===== src/sv/overwrite_ring_fifo_macros.svh =====
// Assertion macros shared by the overwrite ring FIFO modules.
`ifndef OVERWRITE_RING_FIFO_MACROS_SVH
`define OVERWRITE_RING_FIFO_MACROS_SVH

// The consequent must hold in the same cycle as the antecedent.
`define ORF_ASSERT_SAME(lbl, ante, cons, msg) \
  lbl: assert property (@(posedge clk_i) disable iff (!rst_ni) (ante) |-> (cons)) \
    else $error(msg);

// The consequent must hold in the cycle after the antecedent.
`define ORF_ASSERT_NEXT(lbl, ante, cons, msg) \
  lbl: assert property (@(posedge clk_i) disable iff (!rst_ni) (ante) |=> (cons)) \
    else $error(msg);

`endif


===== src/sv/orf_pkg.sv =====
// Types, constants and helpers shared by the overwrite ring FIFO modules.
package orf_pkg;

  localparam int RingDepth = 256;
  localparam int PtrW      = $clog2(RingDepth);
  localparam int CntW      = $clog2(RingDepth + 1);
  localparam int CapW      = 9;
  localparam int DataW     = 8;
  localparam int OpW       = 2;

  localparam logic [CapW-1:0] CapReset = 9'd256;

  // Request operation codes.
  localparam logic [OpW-1:0] OpWrite = 2'd0;
  localparam logic [OpW-1:0] OpRead  = 2'd1;
  localparam logic [OpW-1:0] OpFlush = 2'd2;
  localparam logic [OpW-1:0] OpClrOv = 2'd3;

  typedef struct packed {
    logic [OpW-1:0]   op;
    logic [DataW-1:0] data_in;
  } req_t;

  typedef struct packed {
    logic [DataW-1:0] data_out;
    logic             data_valid;
    logic [CapW-1:0]  fill_length;
    logic             overflow_seen;
    logic             became_nonempty;
  } rsp_t;

  // Commands from the controller to the datapath.
  typedef struct packed {
    logic take;     // a request is accepted this cycle
    logic wr;       // store the byte
    logic rd;       // remove the oldest byte
    logic flush;    // empty the ring
    logic clr_ov;   // clear the sticky overflow flag
  } cmd_t;

  // Status from the datapath to the controller.
  typedef struct packed {
    logic empty;
    logic full;
  } stat_t;

  // Capacity in use: zero acts as one, large values clamp to the store depth.
  function automatic logic [CntW-1:0] eff_cap(input logic [CapW-1:0] c);
    logic [CntW-1:0] r;
    if (c == '0) begin
      r = CntW'(1);
    end else if (32'(c) > RingDepth) begin
      r = CntW'(RingDepth);
    end else begin
      r = CntW'(c);
    end
    return r;
  endfunction

endpackage


===== src/sv/overwrite_ring_fifo.sv =====
// Latency: a request accepted at a clock edge has its result on rsp_o, with
// strobe_o high, for the single cycle that follows; data comes from a registered store read.
// Throughput: one request per cycle, since pointer and count updates are registered each cycle.
// busy stays low and the result receiver cannot stall.
// Reset: empty ring, capacity 256, overflow flag clear; store contents undefined until written.
module overwrite_ring_fifo (
  input  logic                      clk_i,
  input  logic                      rst_ni,
  input  logic                      start,
  output logic                      busy,
  input  orf_pkg::req_t             req_i,
  output orf_pkg::rsp_t             rsp_o,
  output logic                      strobe_o,
  input  logic                      cfg_we_i,
  input  logic [orf_pkg::CapW-1:0]  cfg_wdata_i
);
  import orf_pkg::*;

  cmd_t  cmd;
  stat_t stat;

  // Request decode and result timing.
  orf_ctrl u_ctrl (
    .clk_i    (clk_i),
    .rst_ni   (rst_ni),
    .start    (start),
    .busy     (busy),
    .req_i    (req_i),
    .stat_i   (stat),
    .cmd_o    (cmd),
    .strobe_o (strobe_o)
  );

  // Ring state and byte store.
  orf_datapath u_datapath (
    .clk_i       (clk_i),
    .rst_ni      (rst_ni),
    .cfg_we_i    (cfg_we_i),
    .cfg_wdata_i (cfg_wdata_i),
    .cmd_i       (cmd),
    .data_i      (req_i.data_in),
    .stat_o      (stat),
    .rsp_o       (rsp_o)
  );

endmodule


===== src/sv/orf_ctrl.sv =====
// Controller of the overwrite ring FIFO: request decode and result timing.
`include "overwrite_ring_fifo_macros.svh"
module orf_ctrl (
  input  logic          clk_i,
  input  logic          rst_ni,
  input  logic          start,
  output logic          busy,
  input  orf_pkg::req_t req_i,
  input  orf_pkg::stat_t stat_i,
  output orf_pkg::cmd_t cmd_o,
  output logic          strobe_o
);
  import orf_pkg::*;

  localparam logic StIdle = 1'b0;
  localparam logic StResp = 1'b1;

  logic state_q, state_d;
  logic accept;

  // No request ever stalls, so a new one is always welcome.
  assign busy   = 1'b0;
  assign accept = start && !busy;

  // Decode the accepted request into datapath commands.
  always_comb begin
    cmd_o      = '0;
    cmd_o.take = accept;
    if (accept) begin
      unique case (req_i.op)
        OpWrite: cmd_o.wr     = 1'b1;
        OpRead:  cmd_o.rd     = !stat_i.empty;
        OpFlush: cmd_o.flush  = 1'b1;
        OpClrOv: cmd_o.clr_ov = 1'b1;
        default: cmd_o        = '0;
      endcase
    end
  end

  // The result of a request is shown in the cycle after it was accepted.
  always_comb begin
    unique case (state_q)
      StIdle:  state_d = accept ? StResp : StIdle;
      StResp:  state_d = accept ? StResp : StIdle;
      default: state_d = StIdle;
    endcase
  end

  always_ff @(posedge clk_i or negedge rst_ni) begin
    if (!rst_ni) begin
      state_q <= StIdle;
    end else begin
      state_q <= state_d;
    end
  end

  assign strobe_o = (state_q == StResp);

  // A read is never issued on an empty ring.
  `ORF_ASSERT_SAME(a_rd_not_empty, cmd_o.rd, !stat_i.empty, "read issued on empty ring")
  // Each accepted request yields a result strobe in the next cycle.
  `ORF_ASSERT_NEXT(a_strobe_follows, accept, strobe_o, "missing result strobe")
  // A full ring always holds at least one byte.
  `ORF_ASSERT_SAME(a_full_not_empty, stat_i.full, !stat_i.empty, "full ring reported empty")

endmodule


===== src/sv/orf_datapath.sv =====
// Datapath of the overwrite ring FIFO: pointers, fill count, flag and byte store.
`include "overwrite_ring_fifo_macros.svh"
module orf_datapath (
  input  logic                       clk_i,
  input  logic                       rst_ni,
  input  logic                       cfg_we_i,
  input  logic [orf_pkg::CapW-1:0]   cfg_wdata_i,
  input  orf_pkg::cmd_t              cmd_i,
  input  logic [orf_pkg::DataW-1:0]  data_i,
  output orf_pkg::stat_t             stat_o,
  output orf_pkg::rsp_t              rsp_o
);
  import orf_pkg::*;

  logic [CapW-1:0]  cap_q;
  logic [PtrW-1:0]  rp_q, rp_d;
  logic [PtrW-1:0]  lw_q, lw_d;
  logic [CntW-1:0]  cnt_q, cnt_d;
  logic             ov_q, ov_d;
  logic [CntW-1:0]  cap_eff;
  logic [PtrW-1:0]  cap_m1;
  logic [PtrW-1:0]  rp_inc, lw_inc;
  logic             full;

  logic [DataW-1:0] mem_q [RingDepth];
  logic [DataW-1:0] rd_q;
  logic             rvalid_q;
  logic [CapW-1:0]  fill_q;
  logic             ovs_q;
  logic             nonempty_q;

  assign cap_eff = eff_cap(cap_q);
  assign cap_m1  = PtrW'(cap_eff - CntW'(1));
  assign full    = (cnt_q == cap_eff);

  assign stat_o.empty = (cnt_q == '0);
  assign stat_o.full  = full;

  // Pointer advance with wrap at the capacity in use.
  assign rp_inc = (rp_q == cap_m1) ? '0 : rp_q + PtrW'(1);
  assign lw_inc = (lw_q == cap_m1) ? '0 : lw_q + PtrW'(1);

  // Next state of pointers, fill count and overflow flag.
  always_comb begin
    rp_d  = rp_q;
    lw_d  = lw_q;
    cnt_d = cnt_q;
    ov_d  = ov_q;
    if (cmd_i.wr) begin
      lw_d = lw_inc;
      if (full) begin
        ov_d = 1'b1;
        rp_d = rp_inc;
      end else begin
        cnt_d = cnt_q + CntW'(1);
      end
    end
    if (cmd_i.rd) begin
      rp_d  = rp_inc;
      cnt_d = cnt_q - CntW'(1);
    end
    if (cmd_i.flush) begin
      rp_d  = '0;
      lw_d  = cap_m1;
      cnt_d = '0;
    end
    if (cmd_i.clr_ov) begin
      ov_d = 1'b0;
    end
  end

  // Control registers; a capacity write also empties the ring.
  always_ff @(posedge clk_i or negedge rst_ni) begin
    if (!rst_ni) begin
      cap_q <= CapReset;
      rp_q  <= '0;
      lw_q  <= PtrW'(eff_cap(CapReset) - CntW'(1));
      cnt_q <= '0;
      ov_q  <= 1'b0;
    end else if (cfg_we_i) begin
      cap_q <= cfg_wdata_i;
      rp_q  <= '0;
      lw_q  <= PtrW'(eff_cap(cfg_wdata_i) - CntW'(1));
      cnt_q <= '0;
    end else begin
      rp_q  <= rp_d;
      lw_q  <= lw_d;
      cnt_q <= cnt_d;
      ov_q  <= ov_d;
    end
  end

  // Byte store with registered read data.
  always_ff @(posedge clk_i) begin
    if (cmd_i.wr) begin
      mem_q[lw_inc] <= data_i;
    end
    if (cmd_i.rd) begin
      rd_q <= mem_q[rp_q];
    end
  end

  // Result fields captured when a request is accepted.
  always_ff @(posedge clk_i or negedge rst_ni) begin
    if (!rst_ni) begin
      rvalid_q <= 1'b0;
    end else if (cmd_i.take) begin
      rvalid_q <= cmd_i.rd;
    end
  end

  always_ff @(posedge clk_i) begin
    if (cmd_i.take) begin
      fill_q     <= CapW'(cnt_d);
      ovs_q      <= ov_q | (cmd_i.wr & full);
      nonempty_q <= cmd_i.wr & stat_o.empty;
    end
  end

  assign rsp_o.data_out        = rvalid_q ? rd_q : '0;
  assign rsp_o.data_valid      = rvalid_q;
  assign rsp_o.fill_length     = fill_q;
  assign rsp_o.overflow_seen   = ovs_q;
  assign rsp_o.became_nonempty = nonempty_q;

  // The fill count never passes the capacity in use.
  `ORF_ASSERT_SAME(a_cnt_le_cap, 1'b1, cnt_q <= cap_eff, "fill count above capacity")
  // The read pointer stays inside the ring.
  `ORF_ASSERT_SAME(a_rp_in_ring, 1'b1, CntW'(rp_q) < cap_eff, "read pointer outside ring")
  // A write to a full ring keeps the count and raises the flag.
  `ORF_ASSERT_NEXT(a_overwrite, cmd_i.wr && full && !cmd_i.rd && !cfg_we_i,
    $stable(cnt_q) && ov_q, "overwrite of oldest byte mishandled")

endmodule

===== config.mk =====
export PLATFORM = sky130hd
export DESIGN_NAME = overwrite_ring_fifo
export DESIGN_NICKNAME = d
export VERILOG_FILES = /design/src/sv/orf_pkg.sv /design/src/sv/overwrite_ring_fifo.sv /design/src/sv/orf_ctrl.sv /design/src/sv/orf_datapath.sv
export VERILOG_INCLUDE_DIRS = /design/src /design/src/sv
export SDC_FILE = /design/constraint.sdc
export NUM_CORES = 2
export LEC_CHECK = 0
export BUFFER_PORTS_ARGS = -buffer_cell sky130_fd_sc_hd__buf_2
export CAP_MARGIN = 10
export CORE_MARGIN = 2
export CORE_UTILIZATION = 40
export CTS_BUF_LIST = sky130_fd_sc_hd__clkbuf_4
export CTS_CLUSTER_DIAMETER = 100
export CTS_CLUSTER_SIZE = 16
export DETAILED_ROUTE_END_ITERATION = 8
export PLACE_DENSITY_LB_ADDON = 0.05
export SLEW_MARGIN = 20
export SYNTH_ARGS = -nofsm -noshare
export SYNTH_HDL_FRONTEND = slang
export SYNTH_SLANG_ARGS = --single-unit

===== constraint.sdc =====
create_clock -name clk_i -period 5.7 [get_ports clk_i]
set_input_delay 0.285 -clock clk_i [delete_from_list [all_inputs] [get_ports clk_i]]
set_output_delay 0.285 -clock clk_i [all_outputs]
set_load 0.01 [all_outputs]

# ---- After elaboration in Yosys (flattened, before gate mapping)
# Memory sizes are Yosys's and may differ from the RTL's. A register that Yosys moved wholly into a read port is not among the register bits.
# Cells that the tools add are included.
dict set report op_classes {
  addsub 6
  order_cmp 2
  eq_ne 6
  n_mux 32
  bitwise 4
  reduce_logical 12
}
# operator n
set op_table {}
lappend op_table {{8-bit two-way mux} 14}
lappend op_table {{9-bit two-way mux} 7}
lappend op_table {{9-bit zero test} 3}
lappend op_table {{9-bit greater-than comparator (second input constant)} 2}
lappend op_table {{8-bit by 1-bit adder with 8-bit output (second input constant)} 2}
lappend op_table {{8-bit equality test} 2}
lappend op_table {{8-bit by 1-bit subtractor with 8-bit output (second input constant)} 2}
lappend op_table {{1-bit two-way mux} 10}
lappend op_table {{9-bit by 1-bit adder with 9-bit output (second input constant)} 1}
lappend op_table {{9-bit equality test} 1}
lappend op_table {{9-bit by 1-bit subtractor with 9-bit output (second input constant)} 1}
lappend op_table {{4-bit nonzero test} 2}
lappend op_table {{5-bit two-way mux} 1}
lappend op_table {{2-bit equality test (second input constant)} 2}
lappend op_table {{2-bit nonzero test} 2}
lappend op_table {{3-bit AND reduction} 1}
lappend op_table {{3-bit nonzero test} 1}
lappend op_table {{1-bit AND} 2}
lappend op_table {{2-bit by 1-bit equality test with 1-bit output (second input constant)} 1}
lappend op_table {{2-bit zero test} 1}
lappend op_table {{2-bit AND reduction} 1}
lappend op_table {{1-bit zero test} 1}
lappend op_table {{1-bit inverter} 1}
lappend op_table {{1-bit OR} 1}
dict set report totals {
  register_bits 48
  mem_bits_rw 2048
  in_bits 23
  out_inout_bits 22
  word_cells 73
  mem_count 1
}
# name depth width read_ports rd_ports_with_merged_regs wr line_no
set mem_list {}
lappend mem_list {u_datapath.mem_q 256 8 1 1 1 orf_datapath.sv:25} ;# logic [DataW-1:0] mem_q [RingDepth];

# ---- Depth between registers and ports, before layout
dict set report logic_depth {
  ltp_word 11
  mapped_depth 15
  mapped_depth_nobuf 10
}

# ---- Cells and area by module
# A second synthesis with hierarchy kept.
dict set report hier_totals {
  hier_cells 4304
  area_unflattened_um2 83353.7
}
# module instances cells_each area_per_inst_um2 seq_area_each_um2
set modules_own_cells {}
lappend modules_own_cells {orf_datapath 1 4296 83272.4 62981.7}
lappend modules_own_cells {orf_ctrl 1 8 81.3 25.0}

# ---- Least setup slack after synthesis
# Ideal clock, no wire load.
dict set report synth_path {
  kind {flip-flop to flip-flop}
  startpoint {reg u_datapath.cap_q[8]}
  endpoint {mem u_datapath.mem_q[6][0], enable pin}
  setup_ns 0.370
  arrival_ns 3.792
  required_ns 5.330
  slack_ns 1.538
  stages_incl_launch_ff 14
  n_path_buf 4
  synth_period_minus_slack_ns 4.162
  path_cell_list {dfstp_2 -> buf_1 -> nor4_1 -> a21oi_1 -> ha_1 -> clkbuf_1 -> xor2_1 -> a2111oi_0 -> o2111ai_1 -> or4_1 -> buf_2 -> a21boi_1 -> clkbuf_1 -> nor2_1}
}
dict set report synth_via {
  elab_chain_cells 6
  elab_cells_between_ends 7
  classes_between {1 x add/sub; 1 x order compare; 1 x eq/ne; 3 x mux; 1 x reduce/logical}
}
# element line_no
set synth_lines {}
lappend synth_lines {{start: declaration} orf_datapath.sv:15} ;# logic [CapW-1:0] cap_q;
lappend synth_lines {{start signal: assignment} orf_datapath.sv:75} ;# cap_q <= CapReset;
lappend synth_lines {{start signal: assignment} orf_datapath.sv:81} ;# cap_q <= cfg_wdata_i;
lappend synth_lines {{9-bit greater-than comparator} orf_pkg.sv:52} ;# end else if (32'(c) > RingDepth) begin
lappend synth_lines {{9-bit two-way mux} orf_pkg.sv:52}
lappend synth_lines {{9-bit two-way mux *} orf_pkg.sv:50} ;# if (c == '0) begin
lappend synth_lines {{8-bit by 1-bit subtractor with 8-bit output *} orf_datapath.sv:33} ;# assign cap_m1 = PtrW'(cap_eff - CntW'(1));
lappend synth_lines {{8-bit equality test *} orf_datapath.sv:41} ;# assign lw_inc = (lw_q == cap_m1) ? '0 : lw_q + PtrW'(1);
lappend synth_lines {{8-bit two-way mux *} orf_datapath.sv:41}
lappend synth_lines {{end: declaration} orf_datapath.sv:25}
# Mark *: on every way between the ends. The rest lies on a longest branch, timed or not.

# ---- Worst setup path in the final report
dict set report layout_path {
  startpoint {reg u_datapath.cap_q[8]}
  endpoint {mem u_datapath.mem_q[5][1], enable pin}
}
# Same word-level chain as after synthesis.

==> flow_summary.ini <==
[outcome]
status = finished clean

[clock_network]
clockBufferDepth = 3
cts_resized = 0
clk_latency_ns = 1.33
postCtsSetupRepairBufs = 0
hold_buffers = 71
root_buffer = clkbuf_4
cts_buffers = 150
cts.reportedPaths.clkPinSlew_ns = 0.18
clock-sinks = 2104
cts_tree = done
cts_max_level = 4

[sta]
final_max_slew_viol_count = 0
rsz0062_at_grt = no
setup_viol = 0
fmaxAchievable_mhz = 203
worst_slack_ns = 0.779
worst_pin_slew_ns = 1.32
max-slew-margin-rel_pct = 12.2
whs_ns = 0.137
period_minus_slack_ns = 4.92
hold_violations = 0
finalCritPeriodShare_pct = 86.3
fin_setup_tns_ns = 0
finClkSkew_ns = 0.110

[critical_path]
cp_slowest_stage_delay_ns = 0.88
critPathLaunchType = flop
cp_common_cell = buf_4
critPathMaxFanout = 22
critPathTopFamily = simple AND/OR/NAND/NOR gates
path_buf_inv = 3
crit_required_ns = 6.64
critical_path_class = reg2reg
path_cells = nor4_1, a21oi_1, ha_1, buf_4, nor3b_1, a2111oi_0, o2111ai_1, or4_2, buf_12, a21boi_1, buf_4, nor2_1
cp-end-kind = flop
critPathSlowestCell = or4_2
crit_arrival_ns = 5.86

[cells_and_area]
nets = 4369
final_cell_area_um2 = 89600
synthToLayoutAreaGrowth_pct = 8.12
drive_gt1_share_pct = 21.9
layoutNonFillerInstCount = 7094

[drt]
vias_per_cell = 5.86
antenna_left = 0
routed_wl_mm = 238
drtPass1Iterations = 7
vias = 41600
wire_per_inst_um = 33.6
remaining_drc_errors = 0
dr.first_iter.drc_count = 4571

[synth]
yosysWarnings = 0
ys_seq_area_share_pct = 76.0
synth_seq_cells = 2104
syn_nets = 4185
synthDistinctLibCells = 76
syn_area_um2 = 82900
synth-edff-count = 2067
synthArstFlopShare_pct = 1.76
avgSynthCellArea_um2 = 19.9
syn_inst = 4156
synthFlopType = edfxtp_1

[global_routing]
antenna_found_initial = 23
grt_max_degree = 174
grt_pass1_wl_mm = 334
grt_pass1_vias = 42000
globalRouteTotalUtil_pct = 22.6
overflow = 0

[pwr]
seqPwrFrac_pct = 63.9
peakVddDrop_v = 0.000191
switchingPower_uw = 6860
comb_power_share_pct = 13.0
clock_power_share_pct = 23.1
sw_frac_of_total_pct = 25.6
p_leak_uw = 0.0268
p_int_uw = 20000
powerDensity_nw_per_um2 = 299

[die]
rows = 167
die_w_um = 459
io_pins = 45
coreArea_um2 = 206000
initial_utilization_pct = 40.1
die_h_um = 459
die_area_um2 = 211000

[placement]
io_buffers = 43
place_congestion = 0.823
dpl_cell_area_um2 = 87300
pre_cts_ws_ns = 0.805
post-dp-hpwl_mm = 145
dpl.cell_count = 6821

[hold_path]
hp-class = in2reg

[run]
cap_violations = 0
## routing by layer
metal,part of all wire [%],vias up,global-route usage [%]
met1,46,22600,34.1
met5,0.025,-,0
li1,-,17500,-
met3,5.7,262,3.32
met4,2.0,10,4.96
met2,46,1268,34.7
## logic make-up (layout without fill, tap and decap cells)
kind of cell               Yosys count  count (layout)  share of synthesized area [%]
AOI/OAI and AO/OA                  511             511                           4.34
xor gates and xnor gates            33              33                          0.349
adders and majority gates            6               6                         0.0906
buffers and inverters              282             506                           1.56
DFF                               2104            2104                           76.0
muxes                              585             585                           13.9
other                                1              11                        0.00453
and+or+nand+nor                    634             634                           3.68
## layout by cell type (no fill, tap or decap), drive strengths merged, types with 18 or more instances in the layout
cell,synthesis,layout
a221oi,24,24
nand2b,18,18
nand4,20,20
mux2i,121,121
dlygate4sd3,0,63
mux4,455,455
dfrtp,28,28
a22o,32,32
nor3,34,34
edfxtp,2067,2067
nor2,336,336
a211oi,32,32
a21oi,98,98
buf,124,236
clkbuf,143,181
a22oi,145,145
inv,14,19
o221ai,34,34
o22ai,33,33
nand2,72,72
nor2b,27,27
xor2,19,19
nand3,28,28
o21ai,43,43
## sequential cells by signal, summed over array words and instances (netlist names)
signal / cells
u_datapath.cap_q: 9
u_datapath.mem_q: 2048
u_datapath.rvalid_q: 1
u_datapath.nonempty_q: 1
u_datapath.rp_q: 8
u_datapath.lw_q: 8
u_datapath.ov_q: 1
u_datapath.rd_q: 8
u_ctrl.strobe_o: 1
u_datapath.ovs_q: 1
u_datapath.cnt_q: 9
u_datapath.fill_q: 9
## worst reg2reg max path, delay by kind of cell (launching register included)
kind | cells | cell delay, ns
compound gates | 4 | 1.01
fa+ha+maj | 1 | 0.36
buf+inv | 3 | 0.80
flops | 1 | 0.67
simple gates | 4 | 1.71
## synth_stat cells, types with 11 or more instances
library cell | n | area, µm²
mux4_2 | 455 | 10200
o31ai_1 | 11 | 82.6
and2_1 | 16 | 100
buf_2 | 62 | 310
buf_1 | 25 | 93.8
and3_1 | 13 | 81.3
nor2_1 | 336 | 1260
nand2b_1 | 18 | 113
a22oi_1 | 145 | 1090
mux2i_1 | 121 | 1210
o22ai_1 | 33 | 206
nand2_1 | 72 | 270
a21oi_1 | 98 | 490
inv_1 | 14 | 52.6
nand3_1 | 20 | 100
xnor2_1 | 14 | 123
nor4_1 | 15 | 93.8
nor3_1 | 34 | 170
or2_2 | 11 | 68.8
buf_4 | 33 | 248
o21ai_0 | 43 | 215
clkbuf_1 | 143 | 537
a211oi_1 | 31 | 233
dfrtp_1 | 28 | 701
o221ai_1 | 34 | 298
a221oi_1 | 23 | 201
nor2b_1 | 27 | 169
a22o_1 | 32 | 280
edfxtp_1 | 2067 | 62100
xor2_1 | 19 | 166
## cell type report
type / count / area, µm²
inverter: 15 / 56.3
multi-input combinational: 1770 / 18700
fill: 17900 / 117000
sequential: 2104 / 63000
tap: 2704 / 3380
clock inverter: 11 / 118
clock buffer: 181 / 1360
timing repair buffer: 299 / 2960
antenna: 10 / 25.0
## per-stage QoR
step	utilization (%)	total power, µW
after detailed placement	42.3	21000
after CTS	43.4	27100
final	43.4	26800
after global routing	43.4	27800
after global placement	42.3	21000
after floorplan	-	19500
## path summary, 6_finish.rpt
check / to / cells after the start / start / slack, ns
max: u_datapath.mem_q[5][1]$_DFFE_PP_ / 12 / u_datapath.cap_q[8]$_DFFE_PN1P_ / 0.78
max in group asynchronous: u_datapath.lw_q[7]$_DFFE_PN1P_ / 5 / rst_ni / 4.85
min in group asynchronous: u_datapath.cnt_q[0]$_DFF_PN0_ / 5 / rst_ni / 0.52
min: u_datapath.mem_q[129][6]$_DFFE_PP_ / 2 / req_i[6] / 0.14
max reg2reg: u_datapath.mem_q[5][1]$_DFFE_PP_ / 12 / u_datapath.cap_q[8]$_DFFE_PN1P_ / 0.78
min reg2reg: u_datapath.ovs_q$_DFFE_PP_ / 1 / u_datapath.ov_q$_DFFE_PN0P_ / 0.66
## power groups by stage
stage	Combinational, µW	Clock [µW]	Sequential, µW
global route	3690	6930	17200
CTS	3540	6440	17100
global placement	3480	0	17500
detailed placement	3470	0	17500
floorplan	2080	0	17400
finish	3490	6200	17100
(Power assumes the default switching activity.)
